<file path="src/rtl/hac_pkg.sv">
package hac_pkg;

   localparam logic [1:0] FUNC_ALLOC = 2'd0;
   localparam logic [1:0] FUNC_FREE  = 2'd1;
   localparam logic [1:0] FUNC_SCAN  = 2'd2;

   localparam logic [2:0] STATUS_OK      = 3'd0;
   localparam logic [2:0] STATUS_REALLOC = 3'd1;
   localparam logic [2:0] STATUS_DOUBLE  = 3'd2;
   localparam logic [2:0] STATUS_BAD     = 3'd3;
   localparam logic [2:0] STATUS_LEAK    = 3'd4;
   localparam logic [2:0] STATUS_FULL    = 3'd5;

   localparam int MAX_RESULTS = 32;
   localparam int LEAK_W      = $clog2(MAX_RESULTS + 1);

   localparam logic [1:0] OUT_EVENT     = 2'd0;
   localparam logic [1:0] OUT_LEAK_MID  = 2'd1;
   localparam logic [1:0] OUT_LEAK_LAST = 2'd2;
   localparam logic [1:0] OUT_SCAN_OK   = 2'd3;

   typedef struct packed {
      logic [1:0]  func;
      logic [47:0] block_address;
      logic [31:0] block_bytes;
      logic [31:0] site_line;
   } req_type;

   typedef struct packed {
      logic [2:0]  status;
      logic [47:0] report_address;
      logic [31:0] report_bytes;
      logic [31:0] report_line;
      logic        last;
   } rsp_type;

   typedef struct packed {
      logic [47:0] address;
      logic [31:0] bytes;
      logic [31:0] alloc_line;
      logic [31:0] free_line;
      logic        freed;
      logic        free_seen;
   } entry_type;

   typedef struct packed {
      logic       req_load;
      logic       rd_en;
      logic       wr_en;
      logic       pend_load;
      logic       out_load;
      logic [1:0] out_sel;
      logic       found;
      logic       full;
   } cmd_type;

   typedef struct packed {
      logic [1:0] func;
      logic       hit;
      logic       live;
      logic       out_free;
   } stat_type;

endpackage

</file>
<file path="src/rtl/heap_allocation_checker_unit.sv">
// Heap allocation checker.
// Request channel (req_valid / req_ready / req_payload): one event per request,
// func selects allocation, free or leak scan; func 3 is taken and dropped.
// Response channel (rsp_valid / rsp_ready / rsp_payload): one response per
// allocation or free, one per live block on a scan, at most MAX_RESULTS (last
// set on the final one), or a single ok response when nothing is live.
// The table is a single-port memory searched one entry per cycle in order,
// except while a scan is held for a waiting response. Allocation / free:
// at most TABLE_DEPTH entries are searched, and the search stops early on a
// match. A scan searches the entries in use, and rsp_ready can hold it.
// One request is in work at a time; req_ready is high only between requests,
// so the next request is taken only after the previous one is done.
// The response register lets the next request be taken while a result waits.
// When rsp_ready is low the block holds its search at the point where it
// needs to post a response, and resumes once the register frees up.
// Reset empties the table at once (the entry count clears); no clearing pass.
// A full table answers table full for an unknown address and inserts nothing.
module heap_allocation_checker_unit #(
   parameter int TABLE_DEPTH = 32
) (
   input  logic             clock,
   input  logic             reset,
   input  logic             req_valid,
   output logic             req_ready,
   input  hac_pkg::req_type req_payload,
   output logic             rsp_valid,
   input  logic             rsp_ready,
   output hac_pkg::rsp_type rsp_payload
);
   import hac_pkg::*;

   localparam int IDX_W = (TABLE_DEPTH > 1) ? $clog2(TABLE_DEPTH) : 1;

   cmd_type          cmd;
   stat_type         stat;
   logic [IDX_W-1:0] mem_idx;

   hac_ctrl #(
      .TABLE_DEPTH(TABLE_DEPTH)
   ) u_ctrl (
      .clock    (clock),
      .reset    (reset),
      .req_valid(req_valid),
      .req_ready(req_ready),
      .stat     (stat),
      .cmd      (cmd),
      .mem_idx  (mem_idx)
   );

   hac_dp #(
      .TABLE_DEPTH(TABLE_DEPTH)
   ) u_dp (
      .clock      (clock),
      .reset      (reset),
      .req_payload(req_payload),
      .cmd        (cmd),
      .mem_idx    (mem_idx),
      .stat       (stat),
      .rsp_valid  (rsp_valid),
      .rsp_ready  (rsp_ready),
      .rsp_payload(rsp_payload)
   );

endmodule

</file>
<file path="src/rtl/hac_dp.sv">
module hac_dp #(
   parameter int TABLE_DEPTH = 32,
   localparam int IDX_W = (TABLE_DEPTH > 1) ? $clog2(TABLE_DEPTH) : 1
) (
   input  logic             clock,
   input  logic             reset,
   input  hac_pkg::req_type req_payload,
   input  hac_pkg::cmd_type cmd,
   input  logic [IDX_W-1:0] mem_idx,
   output hac_pkg::stat_type stat,
   output logic             rsp_valid,
   input  logic             rsp_ready,
   output hac_pkg::rsp_type rsp_payload
);
   import hac_pkg::*;

   entry_type table_mem [TABLE_DEPTH];

   req_type   req_ff;
   entry_type rd_data_ff;
   entry_type pend_ff;
   rsp_type   rsp_ff;
   rsp_type   rsp_in;
   logic      rsp_valid_ff;
   logic      rsp_valid_in;

   entry_type fresh;
   entry_type eff;
   entry_type entry_wr;
   rsp_type   event_rsp;

   always_ff @(posedge clock) begin
      if (cmd.wr_en) begin
         table_mem[mem_idx] <= entry_wr;
      end
      if (cmd.rd_en) begin
         rd_data_ff <= table_mem[mem_idx];
      end
   end

   always_ff @(posedge clock) begin
      if (cmd.req_load) begin
         req_ff <= req_payload;
      end
      if (cmd.pend_load) begin
         pend_ff <= rd_data_ff;
      end
      if (cmd.out_load) begin
         rsp_ff <= rsp_in;
      end
   end

   always_ff @(posedge clock) begin
      if (reset) begin
         rsp_valid_ff <= 1'b0;
      end else begin
         rsp_valid_ff <= rsp_valid_in;
      end
   end

   always_comb begin
      rsp_valid_in = rsp_valid_ff;
      if (rsp_ready) begin
         rsp_valid_in = 1'b0;
      end
      if (cmd.out_load) begin
         rsp_valid_in = 1'b1;
      end
   end

   always_comb begin
      fresh            = '0;
      fresh.address    = req_ff.block_address;
      fresh.freed      = 1'b1;
      eff              = cmd.found ? rd_data_ff : fresh;
      entry_wr         = eff;
      event_rsp        = '0;
      event_rsp.report_address = req_ff.block_address;
      event_rsp.last   = 1'b1;
      event_rsp.status = STATUS_OK;
      if (cmd.full) begin
         event_rsp.status = STATUS_FULL;
      end else if (req_ff.func == FUNC_ALLOC) begin
         if (!eff.freed) begin
            event_rsp.status       = STATUS_REALLOC;
            event_rsp.report_bytes = eff.bytes;
            event_rsp.report_line  = eff.alloc_line;
         end else begin
            entry_wr.bytes      = req_ff.block_bytes;
            entry_wr.alloc_line = req_ff.site_line;
            entry_wr.freed      = 1'b0;
         end
      end else begin
         if (eff.freed) begin
            if (eff.free_seen) begin
               event_rsp.status      = STATUS_DOUBLE;
               event_rsp.report_line = eff.free_line;
            end else begin
               event_rsp.status = STATUS_BAD;
            end
         end else begin
            entry_wr.free_line = req_ff.site_line;
            entry_wr.free_seen = 1'b1;
            entry_wr.freed     = 1'b1;
         end
      end
   end

   always_comb begin
      rsp_in = '0;
      unique case (cmd.out_sel)
         OUT_EVENT: begin
            rsp_in = event_rsp;
         end
         OUT_LEAK_MID, OUT_LEAK_LAST: begin
            rsp_in.status         = STATUS_LEAK;
            rsp_in.report_address = pend_ff.address;
            rsp_in.report_bytes   = pend_ff.bytes;
            rsp_in.report_line    = pend_ff.alloc_line;
            rsp_in.last           = (cmd.out_sel == OUT_LEAK_LAST);
         end
         OUT_SCAN_OK: begin
            rsp_in.status = STATUS_OK;
            rsp_in.last   = 1'b1;
         end
         default: begin
            rsp_in = '0;
         end
      endcase
   end

   assign stat.func     = req_ff.func;
   assign stat.hit      = (rd_data_ff.address == req_ff.block_address);
   assign stat.live     = !rd_data_ff.freed;
   assign stat.out_free = !rsp_valid_ff || rsp_ready;

   assign rsp_valid   = rsp_valid_ff;
   assign rsp_payload = rsp_ff;

endmodule

</file>
<file path="src/rtl/hac_ctrl.sv">
module hac_ctrl #(
   parameter int TABLE_DEPTH = 32,
   localparam int IDX_W = (TABLE_DEPTH > 1) ? $clog2(TABLE_DEPTH) : 1,
   localparam int CNT_W = $clog2(TABLE_DEPTH + 1)
) (
   input  logic              clock,
   input  logic              reset,
   input  logic              req_valid,
   output logic              req_ready,
   input  hac_pkg::stat_type stat,
   output hac_pkg::cmd_type  cmd,
   output logic [IDX_W-1:0]  mem_idx
);
   import hac_pkg::*;

   localparam logic [1:0] S_IDLE     = 2'd0;
   localparam logic [1:0] S_SEARCH   = 2'd1;
   localparam logic [1:0] S_FINISH   = 2'd2;
   localparam logic [1:0] S_SCAN_END = 2'd3;

   logic [1:0]        state_ff, state_in;
   logic [CNT_W-1:0]  rd_idx_ff, rd_idx_in;
   logic [CNT_W-1:0]  count_ff, count_in;
   logic              cmp_valid_ff, cmp_valid_in;
   logic [IDX_W-1:0]  cmp_idx_ff, cmp_idx_in;
   logic              found_ff, found_in;
   logic              full_ff, full_in;
   logic              pend_valid_ff, pend_valid_in;
   logic [LEAK_W-1:0] leak_n_ff, leak_n_in;

   logic lookup;
   logic scan;
   logic leak_seen;
   logic stall;
   logic hit_now;
   logic rd_go;
   logic exhausted;

   always_ff @(posedge clock) begin
      if (reset) begin
         state_ff      <= S_IDLE;
         count_ff      <= '0;
         cmp_valid_ff  <= 1'b0;
         pend_valid_ff <= 1'b0;
      end else begin
         state_ff      <= state_in;
         count_ff      <= count_in;
         cmp_valid_ff  <= cmp_valid_in;
         pend_valid_ff <= pend_valid_in;
      end
   end

   always_ff @(posedge clock) begin
      rd_idx_ff  <= rd_idx_in;
      cmp_idx_ff <= cmp_idx_in;
      found_ff   <= found_in;
      full_ff    <= full_in;
      leak_n_ff  <= leak_n_in;
   end

   always_comb begin
      lookup    = (stat.func == FUNC_ALLOC) || (stat.func == FUNC_FREE);
      scan      = (stat.func == FUNC_SCAN);
      leak_seen = scan && cmp_valid_ff && stat.live;
      stall     = leak_seen && pend_valid_ff && !stat.out_free;
      hit_now   = lookup && cmp_valid_ff && stat.hit;
      rd_go     = (rd_idx_ff < count_ff) && !stall && !hit_now;
      exhausted = (rd_idx_ff == count_ff) && !cmp_valid_ff;
   end

   always_comb begin
      state_in      = state_ff;
      rd_idx_in     = rd_idx_ff;
      count_in      = count_ff;
      cmp_valid_in  = 1'b0;
      cmp_idx_in    = cmp_idx_ff;
      found_in      = found_ff;
      full_in       = full_ff;
      pend_valid_in = pend_valid_ff;
      leak_n_in     = leak_n_ff;
      cmd           = '0;
      cmd.found     = found_ff;
      cmd.full      = full_ff;
      mem_idx       = rd_idx_ff[IDX_W-1:0];
      req_ready     = 1'b0;

      unique case (state_ff)
         S_IDLE: begin
            req_ready = 1'b1;
            if (req_valid) begin
               cmd.req_load  = 1'b1;
               rd_idx_in     = '0;
               pend_valid_in = 1'b0;
               leak_n_in     = '0;
               state_in      = S_SEARCH;
            end
         end
         S_SEARCH: begin
            if (!lookup && !scan) begin
               state_in = S_IDLE;
            end else begin
               cmd.rd_en    = rd_go;
               cmp_valid_in = stall ? cmp_valid_ff : rd_go;
               if (rd_go) begin
                  rd_idx_in  = rd_idx_ff + CNT_W'(1);
                  cmp_idx_in = rd_idx_ff[IDX_W-1:0];
               end
               if (lookup) begin
                  if (hit_now) begin
                     found_in = 1'b1;
                     full_in  = 1'b0;
                     state_in = S_FINISH;
                  end else if (exhausted) begin
                     found_in = 1'b0;
                     full_in  = (count_ff == CNT_W'(TABLE_DEPTH));
                     state_in = S_FINISH;
                  end
               end else begin
                  if (leak_seen && !stall) begin
                     cmd.pend_load = 1'b1;
                     pend_valid_in = 1'b1;
                     leak_n_in     = leak_n_ff + LEAK_W'(1);
                     if (pend_valid_ff) begin
                        cmd.out_load = 1'b1;
                        cmd.out_sel  = OUT_LEAK_MID;
                     end
                     if (leak_n_ff + LEAK_W'(1) == LEAK_W'(MAX_RESULTS)) begin
                        state_in = S_SCAN_END;
                     end
                  end else if (exhausted) begin
                     state_in = S_SCAN_END;
                  end
               end
            end
         end
         S_FINISH: begin
            mem_idx = found_ff ? cmp_idx_ff : count_ff[IDX_W-1:0];
            if (stat.out_free) begin
               cmd.out_load = 1'b1;
               cmd.out_sel  = OUT_EVENT;
               cmd.wr_en    = !full_ff;
               if (!found_ff && !full_ff) begin
                  count_in = count_ff + CNT_W'(1);
               end
               state_in = S_IDLE;
            end
         end
         S_SCAN_END: begin
            if (stat.out_free) begin
               cmd.out_load  = 1'b1;
               cmd.out_sel   = pend_valid_ff ? OUT_LEAK_LAST : OUT_SCAN_OK;
               pend_valid_in = 1'b0;
               state_in      = S_IDLE;
            end
         end
         default: begin
            state_in = S_IDLE;
         end
      endcase
   end

endmodule

</file>
<file path="config.mk">
export PLATFORM = sky130hd
export DESIGN_NAME = heap_allocation_checker_unit
export DESIGN_NICKNAME = d
export VERILOG_FILES = /design/src/rtl/hac_pkg.sv /design/src/rtl/heap_allocation_checker_unit.sv /design/src/rtl/hac_dp.sv /design/src/rtl/hac_ctrl.sv
export SDC_FILE = /design/constraint.sdc
export NUM_CORES = 2
export LEC_CHECK = 0
export BUFFER_PORTS_ARGS = -buffer_cell sky130_fd_sc_hd__buf_2
export CELL_PAD_IN_SITES_DETAIL_PLACEMENT = 2
export CELL_PAD_IN_SITES_GLOBAL_PLACEMENT = 2
export CORE_AREA = 8 8 892 453
export DETAILED_ROUTE_END_ITERATION = 16
export DIE_AREA = 0 0 900 461
export GPL_TIMING_DRIVEN = 0
export PLACE_DENSITY = 0.86
export RECOVER_POWER = 50
export SYNTH_ARGS = -nofsm -noshare
export SYNTH_HDL_FRONTEND = slang
export SYNTH_HIERARCHICAL = 1
export SYNTH_MEMORY_MAX_BITS = 65536
export SYNTH_SLANG_ARGS = --single-unit
</file>
<file path="constraint.sdc">
create_clock -name clock -period 49.5 [get_ports clock]
set_clock_uncertainty 0.2 [all_clocks]
set_input_delay 2.475 -clock clock [delete_from_list [all_inputs] [get_ports clock]]
set_output_delay 2.475 -clock clock [all_outputs]
set_load 0.02 [all_outputs]
</file>
==> impl_metrics.toml, run 1 <==
[floorplan]
num_rows = 163
fp.dieW_um = 900
ios = 236
initial_core_util = 0.497
die_y_um = 461

[synthesis]
synth.most_common_cell = "edfxtp_1"
synthesis.nets = 8566
yosys.area.top_type = "edfxtp_1"
synth_ff_type = "edfxtp_1"
synth.distinct_cells = 52
synth.top_cell.area_share = 0.799
yosysSeqAreaShare = 0.800
synth-seq-cells = 5190
synthArstFlopShare = 0
synth_edf_count = 5179
ys_top_cells_by_area = "edfxtp_1 80%, mux4_2 14%, a22oi_1 2.6%"
yosysWarningCount = 6
syn_avg_cell_area_um2 = 23.1
synthTopCellsByCount = "5179 x edfxtp_1, 1168 x mux4_2, 681 x a22oi_1"
syn_inst = 8435
syn_area_um2 = 195000

[place]
io_buffers = 235
dp_hpwl_um = 788000
place.gp.congestion = 0.871

[run_status]
error_line = "[ERROR DPL-0033] detailed placement checks failed during check placement."
status = "did not finish"
haltStage = "detailed placement (3_5_place_dp)"
==> stage by stage <==
stage	hold WS, ns	std cells	area, um^2	setup slack, ns
floorplan	0.251	8435	195000	31.83
global placement	0.275	14000	202000	12.07
==> cell families after synthesis <==
| group | after synthesis | share of synthesized area |
|---|---|---|
| flops | 5190 | 0.800 |
| mux | 1223 | 0.138 |
| compound gates | 838 | 0.0318 |
| simple gates | 609 | 0.0148 |
| buf+inv | 501 | 0.0112 |
| xor+xnor | 61 | 0.00275 |
| fa+ha+maj | 13 | 0.000836 |
==> run 2: changes to the inputs <==
CELL_PAD_IN_SITES_DETAIL_PLACEMENT = default   (was 2)
CELL_PAD_IN_SITES_GLOBAL_PLACEMENT = default   (was 2)
CORE_AREA = 8 8 755 757   (was 8 8 892 453)
DIE_AREA = 0 0 763 765   (was 0 0 900 461)
PLACE_DENSITY = default   (was 0.86)
PLACE_DENSITY_LB_ADDON = 0.15   (was default)
==> run 2 against run 1 <==
  * The flow now finishes, with violations (capacitance limit, slew limit)
  * Synthesized area is the same
  * Synthesized cell count is the same
==> impl_metrics.toml, run 2 <==
[sta]
rsz0062_at_grt = "false"
hold_violations = 0
slew_viol_final = 1286
tightest_slew_ns = 6.74
finalCritPeriodShare = 0.282
relSlewSlack = -3.49
final.min_clock_period_ns = 13.97
fmax_mhz = 71.6
setup_viol = 0
fin_ws_ns = 35.53
fin_tns_setup_ns = 0

[detailed_routing]
drtPass1Iterations = 5
post_drt_wl_per_cell_um = 34.0
num_vias = 96300
routed_wl_um = 598000
viasPerCell = 5.48
antenna_left = 0
drc = 0
drt_iter0_markers = 10600

[floorplan]
initial_core_util = 0.348
ios = 236
coreArea_um2 = 558000
fp.dieW_um = 763
dieArea_um2 = 584000
die_y_um = 765
num_rows = 275

[finish]
layout_commonest_cell = "edfxtp_1"
final_core_util = 0.411
largest_reg_flops = 4672
mostFrequentLayoutCells = "5179 x edfxtp_1, 1168 x mux4_2, 681 x a22oi_1"
drive_above_1_share = 0.254
fin_nets = 9761
area_growth_pct = 17.9
regMostFlops = "u_dp/table_mem"

[run_status]
status = "finished with violations"
violations = "capacitance limit, slew limit"

[cts]
clockBufferDepth = 4
post_cts_buffers = 0
htreeDepth = 6
root_buffer = "clkbuf_16"
insertion_delay_ns = 1.08
cts_resized = 0
cts_num_sinks = 5190
numCtsBuffers = 567
hold_buffers = 0
clkTransAtPathRegs_ns = 0.06
cts_tree = "yes"

[synthesis]
yosysSeqAreaShare = 0.800
synth_edf_count = 5179
synth_ff_type = "edfxtp_1"
syn_area_um2 = 195000
syn_avg_cell_area_um2 = 23.1
syn_inst = 8435
ys_top_cells_by_area = "edfxtp_1 80%, mux4_2 14%, a22oi_1 2.6%"
synthTopCellsByCount = "5179 x edfxtp_1, 1168 x mux4_2, 681 x a22oi_1"
synthesis.nets = 8566
yosys.area.top_type = "edfxtp_1"
yosysWarningCount = 6
synth.distinct_cells = 52
synth-seq-cells = 5190
synthArstFlopShare = 0
synth.top_cell.area_share = 0.799
synth.most_common_cell = "edfxtp_1"

[place]
dp_hpwl_um = 417000
dp_slack_ns = 39.66
place.gp.congestion = 0.778
io_buffers = 235

[job]
cap_viol_max_count = 43

[hold_path]
hp-class = "reg -> reg"

[pwr]
powerDensity_nw_per_um2 = 55.5
peakVddDrop_mv = 0.0588
leakagePower_nw = 70.3

[global_route]
grt_overflow = 0
antenna_found_initial = 67
grt_pass1_vias = 99300
track_usage = 0.200
grt_max_degree = 76
grt_pass1_wl_um = 816000

[worst_setup_path]
cp-end-kind = "flop"
crit_fanout = 66
required_ns = 50.06
crit_arrival_ns = 14.52
cp-start-kind = "input port"
path_class = "in -> reg"
## run 2: final cells by class
class	count	area, um^2
Inverter	19	73.8
Clock inverter	295	2800
Buffer	482	2120
Sequential cell	5190	156000
Timing Repair Buffer	626	7550
Antenna cell	20	50.0
Clock buffer	721	14900
Multi-Input combinational cell	2744	36900
Tap cell	7479	9360
Fill cell	48800	329000
## run 2: metal layers
metal | GRT usage | vias to the layer above | share of wire
li1 | - | 38700 | -
met1 | 0.265 | 53000 | 0.41
met2 | 0.340 | 3737 | 0.50
met3 | 0.0342 | 825 | 0.069
met4 | 0.0546 | 18 | 0.030
met5 | 0 | - | 0.00020
## run 2: critical path: stages
cell and delay (ns):
buf_2 0.07, nand2b_1 0.63, nor2b_1 0.13, or4_1 0.67
clkinvlp_2 1.52, clkbuf_1 3.91, nand2_1 0.58, o21ai_0 0.43
inv_1 0.08, ha_1 0.28, clkbuf_1 0.75, clkbuf_2 0.78
clkbuf_1 1.11, a2bb2oi_1 0.14, nor2_1 0.83
## run 2: cell families after synthesis
| group | Yosys count | synth area share |
|---|---|---|
| muxes | 1223 | 0.138 |
| buffers and inverters | 501 | 0.0112 |
| and+or+nand+nor | 609 | 0.0148 |
| DFF | 5190 | 0.800 |
| adders and majority gates | 13 | 0.000836 |
| xor gates and xnor gates | 61 | 0.00275 |
| AOI/OAI and AO/OA | 838 | 0.0318 |
## run 2: worst paths after layout
path	start	to	cells past startpoint	slack, ns
min	u_dp/rd_data_ff[66]$_DFFE_PP_	u_dp/pend_ff[66]$_DFFE_PP_	0	0.28
max	rsp_ready	u_dp/rsp_payload[1]$_DFFE_PP_	15	35.53
max reg2reg	u_dp/rsp_valid$_SDFFE_PP0P_	u_dp/rsp_payload[1]$_DFFE_PP_	14	36.74
min reg2reg	u_dp/rd_data_ff[66]$_DFFE_PP_	u_dp/pend_ff[66]$_DFFE_PP_	0	0.28
## run 2: through the flow
stage                     cells  hold WS, ns  instance area, um^2  total power (W)
after floorplan            8435        0.251               195000          0.00740
after global placement    16100        0.272               205000          0.00880
after detailed placement  16500        0.266               213000          0.00888
after CTS                 17600        0.279               231000           0.0129
after global routing      17600        0.302               229000           0.0132
final                     17600        0.283               229000           0.0127
## run 2: where the power goes
part	switching, W	internal [W]
Combinational	0.00210	0.00120
Clock	0.00178	0.00226
Sequential	0.000105	0.00528
No activity file was read; power rests on OpenSTA's default activity.
